File: src/sv/mzht_pkg.sv
// shared types and constants for the multi-zone hysteresis thermostat
// no dependencies; imported by mzht_zone_eval and the core
package mzht_pkg;

  localparam int ZONE_COUNT  = 4;
  localparam int RELAY_COUNT = 6;
  localparam int ZONE_IDX_W  = 2;

  localparam logic [5:0] RELAY_LIMIT = 6'((7'd1 << RELAY_COUNT) - 7'd1);

  // sensor plausibility window and auto-mode band, tenths of a degree
  localparam logic signed [11:0] VALID_LOW  = -12'sd500;
  localparam logic signed [11:0] VALID_HIGH = 12'sd1000;
  localparam logic signed [13:0] AUTO_BAND  = 14'sd20;
  localparam logic signed [11:0] TEMP_RESET = 12'sd200;

  localparam logic [2:0] MODE_OFF    = 3'd0;
  localparam logic [2:0] MODE_HEAT   = 3'd1;
  localparam logic [2:0] MODE_COOL   = 3'd2;
  localparam logic [2:0] MODE_AUTO   = 3'd3;
  localparam logic [2:0] MODE_MANUAL = 3'd4;

  localparam logic [1:0] OP_SAMPLE = 2'd0;
  localparam logic [1:0] OP_EVAL   = 2'd1;
  localparam logic [1:0] OP_TICK   = 2'd2;
  localparam logic [1:0] OP_CLEAR  = 2'd3;

  localparam logic [2:0] REG_ZONE0     = 3'd0;
  localparam logic [2:0] REG_ZONE1     = 3'd1;
  localparam logic [2:0] REG_ZONE2     = 3'd2;
  localparam logic [2:0] REG_ZONE3     = 3'd3;
  localparam logic [2:0] REG_MIN_ON    = 3'd4;
  localparam logic [2:0] REG_MIN_OFF   = 3'd5;
  localparam logic [2:0] REG_EMERG_HI  = 3'd6;
  localparam logic [2:0] REG_EMERG_LO  = 3'd7;

  typedef struct packed {
    logic signed [7:0] comp;
    logic [5:0]        delta;
    logic [8:0]        setpoint;
    logic              enable;
    logic [2:0]        mode;
    logic [5:0]        mask;
  } zone_cfg_t;

  typedef enum logic [3:0] {
    S_IDLE = 4'b0001,
    S_WANT = 4'b0010,
    S_TIME = 4'b0100,
    S_DONE = 4'b1000
  } state_t;

endpackage

File: src/sv/mzht_zone_eval.sv
// hysteresis decision for one zone: desired on/off state from mode and temperature
// depends on mzht_pkg; shared by every zone of an evaluate pass
module mzht_zone_eval import mzht_pkg::*; (
  input  zone_cfg_t          cfg,
  input  logic signed [11:0] temp,
  input  logic               on,
  output logic               want
);

  logic signed [13:0] t;
  logic signed [13:0] sp;
  logic signed [13:0] d;
  logic               heat;
  logic               cool;

  assign t  = 14'(temp) + 14'(cfg.comp);
  assign sp = $signed({5'b0, cfg.setpoint});
  assign d  = $signed({8'b0, cfg.delta});

  assign heat = on ? (t < sp + d) : (t < sp - d);
  assign cool = on ? (t > sp - d) : (t > sp + d);

  always_comb begin
    case (cfg.mode)
      MODE_HEAT:   want = heat;
      MODE_COOL:   want = cool;
      MODE_AUTO: begin
        if (t < sp - AUTO_BAND)      want = heat;
        else if (t > sp + AUTO_BAND) want = cool;
        else                         want = 1'b0;
      end
      MODE_MANUAL: want = on;
      default:     want = 1'b0;
    endcase
  end

endmodule

File: src/sv/multi_zone_hysteresis_thermostat_core.sv
// top level of the four-zone on/off thermostat with emergency stop
// depends on mzht_pkg and mzht_zone_eval
//
// input channel: opcode, zone_index, temperature, transfer on in_valid && !in_stall
// output channel: relay_bits, zone_active, emergency_active, sensor_ok, one result
//   per input transfer, transfer on out_valid && !out_stall
// config channel: cfg_index / cfg_data, always ready, write only while idle
// sample, tick and clear-stop (and evaluate while the stop is latched): state updates at
//   the input transfer, and the result is registered from the done state
// evaluate: one shared decision unit visits the zones in order, each zone in a want
//   state (hysteresis decision), then a time state (minimum-time check and relay update),
//   before the result is registered from the done state
// in_stall is high while an item is in flight; a held result does not block the
//   next transfer, but a finished item waits in the done state while an earlier result is held by out_stall
// reset: zone settings and limits return to defaults, temperatures read 20.0,
//   sensors invalid, zones off, relays off, tick count zero, stop cleared
module multi_zone_hysteresis_thermostat_core import mzht_pkg::*; (
  input  logic               clk,
  input  logic               rst,
  input  logic               in_valid,
  output logic               in_stall,
  input  logic [1:0]         opcode,
  input  logic [1:0]         zone_index,
  input  logic signed [11:0] temperature,
  output logic               out_valid,
  input  logic               out_stall,
  output logic [5:0]         relay_bits,
  output logic [3:0]         zone_active,
  output logic               emergency_active,
  output logic [3:0]         sensor_ok,
  input  logic               cfg_valid,
  output logic               cfg_ready,
  input  logic [2:0]         cfg_index,
  input  logic [63:0]        cfg_data
);

  state_t state;

  zone_cfg_t          zone_cfg [ZONE_COUNT];
  logic [3:0][15:0]   min_on;
  logic [3:0][15:0]   min_off;
  logic signed [11:0] emerg_hi;
  logic signed [11:0] emerg_lo;

  logic signed [11:0] zone_temp [ZONE_COUNT];
  logic [3:0]         zone_valid;
  logic [3:0]         zone_on;
  logic [31:0]        zone_last_change [ZONE_COUNT];
  logic [31:0]        tick_count;
  logic               stop_latched;
  logic [5:0]         relay_state;

  logic [ZONE_IDX_W-1:0] zone_cnt;
  logic                  want_r;

  logic        in_xfer;
  logic        cfg_xfer;
  logic        sample_ok;
  logic        want;
  logic        cur_on;
  logic [31:0] elapsed;
  logic [15:0] need;
  logic [5:0]  zmask;

  assign in_stall  = (state != S_IDLE);
  assign in_xfer   = in_valid && !in_stall;
  assign cfg_ready = 1'b1;
  assign cfg_xfer  = cfg_valid && cfg_ready;

  assign sample_ok = (temperature > VALID_LOW) && (temperature < VALID_HIGH);

  assign cur_on  = zone_on[zone_cnt];
  assign elapsed = tick_count - zone_last_change[zone_cnt];
  assign need    = cur_on ? min_on[zone_cnt] : min_off[zone_cnt];
  assign zmask   = zone_cfg[zone_cnt].mask & RELAY_LIMIT;

  mzht_zone_eval u_eval (
    .cfg  (zone_cfg[zone_cnt]),
    .temp (zone_temp[zone_cnt]),
    .on   (cur_on),
    .want (want)
  );

  // configuration registers
  always_ff @(posedge clk) begin
    if (rst) begin
      for (int z = 0; z < ZONE_COUNT; z++) begin
        zone_cfg[z] <= '{comp: 8'sd0, delta: 6'd10, setpoint: 9'd220, enable: 1'b0,
                         mode: MODE_OFF, mask: 6'(1 << z)};
      end
      for (int z = 0; z < 4; z++) begin
        min_on[z]  <= 16'd60;
        min_off[z] <= 16'd60;
      end
      emerg_hi <= 12'sd500;
      emerg_lo <= -12'sd100;
    end else if (cfg_xfer) begin
      unique case (cfg_index) inside
        REG_ZONE0, REG_ZONE1, REG_ZONE2, REG_ZONE3: begin
          if (32'(cfg_index) < ZONE_COUNT)
            zone_cfg[cfg_index[ZONE_IDX_W-1:0]] <= zone_cfg_t'(cfg_data[32:0]);
        end
        REG_MIN_ON:   min_on   <= cfg_data;
        REG_MIN_OFF:  min_off  <= cfg_data;
        REG_EMERG_HI: emerg_hi <= $signed(cfg_data[11:0]);
        REG_EMERG_LO: emerg_lo <= $signed(cfg_data[11:0]);
        default: ;
      endcase
    end
  end

  // sequencer and thermostat state
  always_ff @(posedge clk) begin
    if (rst) begin
      state        <= S_IDLE;
      zone_cnt     <= '0;
      want_r       <= 1'b0;
      zone_valid   <= '0;
      zone_on      <= '0;
      tick_count   <= '0;
      stop_latched <= 1'b0;
      relay_state  <= '0;
      out_valid    <= 1'b0;
      for (int z = 0; z < ZONE_COUNT; z++) begin
        zone_temp[z]        <= TEMP_RESET;
        zone_last_change[z] <= '0;
      end
    end else begin
      if (state == S_DONE && (!out_valid || !out_stall))
        out_valid <= 1'b1;
      else if (out_valid && !out_stall)
        out_valid <= 1'b0;

      unique case (state)
        S_IDLE: begin
          if (in_xfer) begin
            state <= (opcode == OP_EVAL && !stop_latched) ? S_WANT : S_DONE;
            case (opcode)
              OP_SAMPLE: begin
                if (32'(zone_index) < ZONE_COUNT) begin
                  zone_temp[zone_index[ZONE_IDX_W-1:0]]  <= temperature;
                  zone_valid[zone_index[ZONE_IDX_W-1:0]] <= sample_ok;
                  if (sample_ok && (temperature >= emerg_hi || temperature <= emerg_lo)) begin
                    stop_latched <= 1'b1;
                    relay_state  <= '0;
                  end
                end
              end
              OP_EVAL: begin
                if (stop_latched) begin
                  relay_state <= '0;
                end else begin
                  zone_cnt <= '0;
                end
              end
              OP_TICK:  tick_count   <= tick_count + 32'd1;
              default:  stop_latched <= 1'b0;
            endcase
          end
        end
        S_WANT: begin
          // disabled zones and zones without a valid sensor keep their state
          if (zone_cfg[zone_cnt].enable && zone_valid[zone_cnt])
            want_r <= want;
          else
            want_r <= cur_on;
          state <= S_TIME;
        end
        S_TIME: begin
          if (want_r != cur_on && elapsed >= {16'b0, need}) begin
            zone_on[zone_cnt]          <= want_r;
            zone_last_change[zone_cnt] <= tick_count;
            if (want_r) relay_state <= relay_state | zmask;
            else        relay_state <= relay_state & ~zmask;
          end
          if (zone_cnt == ZONE_IDX_W'(ZONE_COUNT - 1)) begin
            state <= S_DONE;
          end else begin
            zone_cnt <= zone_cnt + 1'b1;
            state    <= S_WANT;
          end
        end
        S_DONE: begin
          if (!out_valid || !out_stall) begin
            state <= S_IDLE;
          end
        end
        default: state <= S_IDLE;
      endcase
    end
  end

  // result payload, loaded as the item finishes
  always_ff @(posedge clk) begin
    if (state == S_DONE && (!out_valid || !out_stall)) begin
      relay_bits       <= relay_state;
      zone_active      <= zone_on;
      emergency_active <= stop_latched;
      sensor_ok        <= zone_valid;
    end
  end

endmodule
File: config.mk
export PLATFORM = sky130hd
export DESIGN_NAME = multi_zone_hysteresis_thermostat_core
export DESIGN_NICKNAME = d
export VERILOG_FILES = /design/src/sv/mzht_pkg.sv /design/src/sv/mzht_zone_eval.sv /design/src/sv/multi_zone_hysteresis_thermostat_core.sv
export SDC_FILE = /design/constraint.sdc
export NUM_CORES = 1
export LEC_CHECK = 0
export CAP_MARGIN = 20
export CORE_MARGIN = 3
export CORE_UTILIZATION = 55
export CTS_CLUSTER_SIZE = 12
export DETAILED_ROUTE_END_ITERATION = 10
export DONT_BUFFER_PORTS = 1
export GPL_ROUTABILITY_DRIVEN = 1
export PLACE_DENSITY = 0.81
export SYNTH_ARGS = -nofsm -noshare
export SYNTH_HDL_FRONTEND = slang
export SYNTH_SLANG_ARGS = --single-unit
File: constraint.sdc
create_clock -name clk -period 17.2 [get_ports clk]
set_clock_uncertainty 0.1 [all_clocks]
set_input_delay 5.16 -clock clk [delete_from_list [all_inputs] [get_ports clk]]
set_output_delay 5.16 -clock clk [all_outputs]
set_load 0.02 [all_outputs]
==> reports/summary.json <==
{
  "global_route": {
    "grt_first_pass_wirelength_um": 113000,
    "grt_pass1_vias": 20500,
    "gr-total-overflow": 0,
    "grt_max_degree": 162,
    "antenna_found_initial": 0,
    "grt_use_total_pct": 26.9
  },
  "critical_path": {
    "crit_chain": "mux4_2 > inv_1 > ha_1 > a21oi_1 > nor2_1 > a2111oi_4 > and2_1 > o21ai_0 > xor2_1 > ha_1 > a21o_1 > a32oi_1 > o221ai_1 > a2111oi_0 > o2111ai_1 > a211o_1 > or4_4 > o41ai_4 > buf_4 > or3_1 > buf_4 > nand2_1 > buf_4",
    "timing.critical_path.from_type": "register",
    "arrival_time_of_data_at_the_critical_path_endpoint_ns": 8.34,
    "regToRegSetupSlack_ns": 9.08,
    "required_ns": 17.41,
    "cp_max_delay_cell": "sky130_fd_sc_hd__dfxtp_4",
    "critical_path.most_common_cell": "sky130_fd_sc_hd__buf_4",
    "cpPeakStageDelay_ns": 0.79,
    "crit_path_category": "reg2reg",
    "crit-reg2reg-capture": "zone_last_change[0][4]$_SDFFCE_PN0P_",
    "ff2ff_path_depth": 23,
    "critical_path.max_fanout": 44,
    "cp-end-kind": "register"
  },
  "drt": {
    "detailedRoute.firstIterationViolations": 2298,
    "route.met2.wl_um": 34100,
    "routed.top_layer": "met4",
    "drt_first_pass_iters": 9,
    "route.antenna.remaining_nets": 0,
    "wl_met3_um": 6870,
    "avgRoutedWirePerCell_um": 21.8,
    "detail_route.wirelength.met1_um": 27300,
    "post-route-drc-count": 0,
    "routed_via_density": 6.20,
    "num_vias": 20300,
    "drt_wl_total_um": 71300
  },
  "finish": {
    "post_layout_net_count": 2811,
    "instances_no_fill": 3273,
    "most_frequent_standard_cell_in_the_layout_excluding_fill_and_tap_cells": "sky130_fd_sc_hd__nand2_1",
    "synthToLayoutAreaGrowth_pct": 7.33,
    "stdcell_area_um2": 29600,
    "final.fill_count": 3834,
    "most-common-layout-cells": "457 x sky130_fd_sc_hd__nand2_1, 323 x sky130_fd_sc_hd__edfxtp_1, 281 x sky130_fd_sc_hd__nor2_1",
    "antenna-diode-count": 0,
    "layout-drive-gt1-share_pct": 9.05,
    "utilization_pct": 60.1
  },
  "die": {
    "design.portCount": 106,
    "floorplan_core_area_um2": 49300,
    "rows": 81,
    "chipHeight_um": 230,
    "initial_core_utilization_pct": 56.0,
    "floorplan.die_area_um2": 52900,
    "die_w_um": 230
  },
  "synth": {
    "number_of_enable_flip_flop_cells_after_synthesis": 323,
    "synth-main-ff-cell": "sky130_fd_sc_hd__edfxtp_1",
    "netlist_area_um2": 27600,
    "synth_seq_cells": 532,
    "synthDistinctLibCells": 75,
    "syn-instance-count": 2637,
    "synth_area_per_cell_um2": 10.5,
    "synth_nets": 2877,
    "synth-warning-count": 0,
    "synth-seq-area-share_pct": 50.3,
    "ys_top_cells_by_area": "sky130_fd_sc_hd__edfxtp_1 35%, sky130_fd_sc_hd__dfxtp_1 15%, sky130_fd_sc_hd__mux4_2 9.1%, sky130_fd_sc_hd__ha_1 6.7%, sky130_fd_sc_hd__nand2_1 6.2%",
    "synth-async-reset-ratio_pct": 0,
    "yosysTopAreaCellShare_pct": 35.2,
    "cell_type_with_the_highest_aggregate_area_in_the_netlist": "sky130_fd_sc_hd__edfxtp_1"
  },
  "outcome": {
    "run_status": "finished clean"
  },
  "power": {
    "fin_total_pwr_mw": 2.73,
    "cell_leakage_power_nw": 11.0,
    "powerDensity_nw_per_um2": 92.4,
    "max-vdd-ir-drop_v": 0.0000963
  },
  "timing": {
    "grt_setup_unrepaired": "false",
    "max_clock_freq_mhz": 123,
    "final_period_minus_worst_setup_slack_ns": 8.12,
    "slew_violations": 0,
    "max_slew_headroom_pct": 34.0,
    "setup_tns_ns": 0,
    "finalHoldViolCount": 0,
    "finalCritPeriodShare_pct": 47.2,
    "worst_pin_slew_ns": 0.990,
    "final-setup-viol-count": 0
  },
  "place": {
    "placement.cell_area_um2": 28100,
    "post-dp-hpwl_um": 49100,
    "number_of_buffers_inserted_by_port_buffering": 0,
    "placer_s_final_routability_congestion_estimate": 0.917,
    "dpl.cell_count": 3180
  },
  "min_path": {
    "worst_hold_path_type": "reg2reg",
    "worst_hold_startpoint": "min_on[24]$_SDFFE_PP0P_",
    "holdPathStages": 2,
    "hold-path-endpoint": "min_on[24]$_SDFFE_PP0P_"
  },
  "cts": {
    "postCtsSetupRepairBufs": 0,
    "cts.path.max_buffers": 3,
    "cts-hold-fix-buffers": 0,
    "clock_latency_of_the_later_clocked_register_in_the_worst_skew_pair_ns": 0.59,
    "cts_made_buffers": 53,
    "tritoncts_clock_tree": "yes",
    "worst_setup_hold_path_clk_slew_ns": 0.06,
    "clk_root_buffer_cell": "sky130_fd_sc_hd__clkbuf_16",
    "cells_resized_by_post_cts_repair": 0,
    "h-tree-depth": 2,
    "tritoncts_num_sinks": 532
  },
  "flow_run": {
    "maxCapViolCount": 0
  }
}
-- routing by layer --
metal  up-vias  track usage [%]
li1       9260                -
met1      9803             34.9
met2      1045             44.6
met3       181             5.44
met4         0             11.1
met5         -                0
-- worst max path at each step --
stage | to | slack (ns)
4_1_cts | zone_last_change[0][13]$_SDFFCE_PN0P_ | 9.10
6_report | zone_last_change[0][4]$_SDFFCE_PN0P_ | 9.08
2_1_floorplan | zone_last_change[3][0]$_DFFE_PP_ | 8.62
5_1_grt | zone_last_change[0][7]$_SDFFCE_PN0P_ | 8.56
3_5_place_dp | relay_state[2]$_SDFFE_PP0P_ | 8.80
3_3_place_gp | relay_state[3]$_SDFFE_PP0P_ | 9.04
-- cell type report --
cell class	count	area, µm²	area share [%]
sequential	532	13900	46.9
multi-input combinational	1837	12700	42.9
clock buffer	83	1470	4.97
inverter	120	452	1.53
tap	664	831	2.81
clock inverter	10	63.8	0.216
timing repair buffer	27	203	0.685
-- synthesized netlist by cell type, types with 8 or more instances --
library cell	instances
sky130_fd_sc_hd__o211ai_1	24
sky130_fd_sc_hd__a211oi_1	14
sky130_fd_sc_hd__inv_1	118
sky130_fd_sc_hd__nor2_1	283
sky130_fd_sc_hd__dfxtp_1	209
sky130_fd_sc_hd__buf_2	9
sky130_fd_sc_hd__ha_1	148
sky130_fd_sc_hd__buf_4	13
sky130_fd_sc_hd__o31ai_1	12
sky130_fd_sc_hd__o21ai_0	59
sky130_fd_sc_hd__nand4_1	23
sky130_fd_sc_hd__xnor2_1	38
sky130_fd_sc_hd__and2_1	36
sky130_fd_sc_hd__o21a_1	16
sky130_fd_sc_hd__a21oi_1	178
sky130_fd_sc_hd__nor3_1	32
sky130_fd_sc_hd__mux2i_1	22
sky130_fd_sc_hd__or2_2	8
sky130_fd_sc_hd__nor2b_1	18
sky130_fd_sc_hd__mux4_2	111
sky130_fd_sc_hd__buf_1	15
sky130_fd_sc_hd__or3_1	17
sky130_fd_sc_hd__nand2_1	457
sky130_fd_sc_hd__xor2_1	41
sky130_fd_sc_hd__nand3_1	68
sky130_fd_sc_hd__edfxtp_1	323
sky130_fd_sc_hd__and3_1	88
sky130_fd_sc_hd__o21ai_1	8
sky130_fd_sc_hd__clkbuf_1	111
sky130_fd_sc_hd__nand2b_1	19
sky130_fd_sc_hd__a21o_1	30
-- cell families (layout without fill, tap and decap cells) --
kind of cell	Yosys count	count (layout)	share of synthesized area, %
other	1	1	0.0136
AOI/OAI and AO/OA	408	408	9.32
buffers and inverters	268	240	3.86
adders and majority gates	153	153	7.04
xor gates and xnor gates	79	79	2.51
muxes	134	134	9.90
DFF	532	532	50.3
and+or+nand+nor	1062	1062	17.0
-- registers in the layout (all words and copies together), names as in the netlist, 4 cells and up, named ones only --
| name | flops |
|---|---|
| state | 4 |
| zone_temp | 48 |
| emerg_hi | 12 |
| sensor_ok | 4 |
| relay_state | 6 |
| zone_on | 4 |
| zone_last_change | 128 |
| zone_active | 4 |
| zone_cfg | 132 |
| tick_count | 32 |
| min_off | 64 |
| zone_valid | 4 |
| relay_bits | 6 |
| min_on | 64 |
| emerg_lo | 12 |
-- through the flow --
step                      hold WS (ns)  worst slack [ns]
after floorplan                  0.302              8.62
after global placement           0.337              9.04
after detailed placement         0.344              8.80
after CTS                        0.351              9.10
after global routing             0.373              8.56
final                            0.354              9.08
-- where the power goes --
| group | leakage, nW | total, mW | internal [mW] | switching, mW |
|---|---|---|---|---|
| Combinational | 5.49 | 0.265 | 0.102 | 0.163 |
| Clock | 0.744 | 1.05 | 0.585 | 0.468 |
| Sequential | 4.81 | 1.42 | 1.40 | 0.0174 |
-- critical path, delay by kind of cell (launching register included) --
kind	cells	cell delay [ns]
mux	1	0.59
fa+ha+maj	2	0.60
flops	1	0.79
simple gates	5	1.59
buf+inv	4	1.38
compound gates	10	2.56
xor+xnor	1	0.17
No activity file was read; power rests on OpenSTA's default activity.
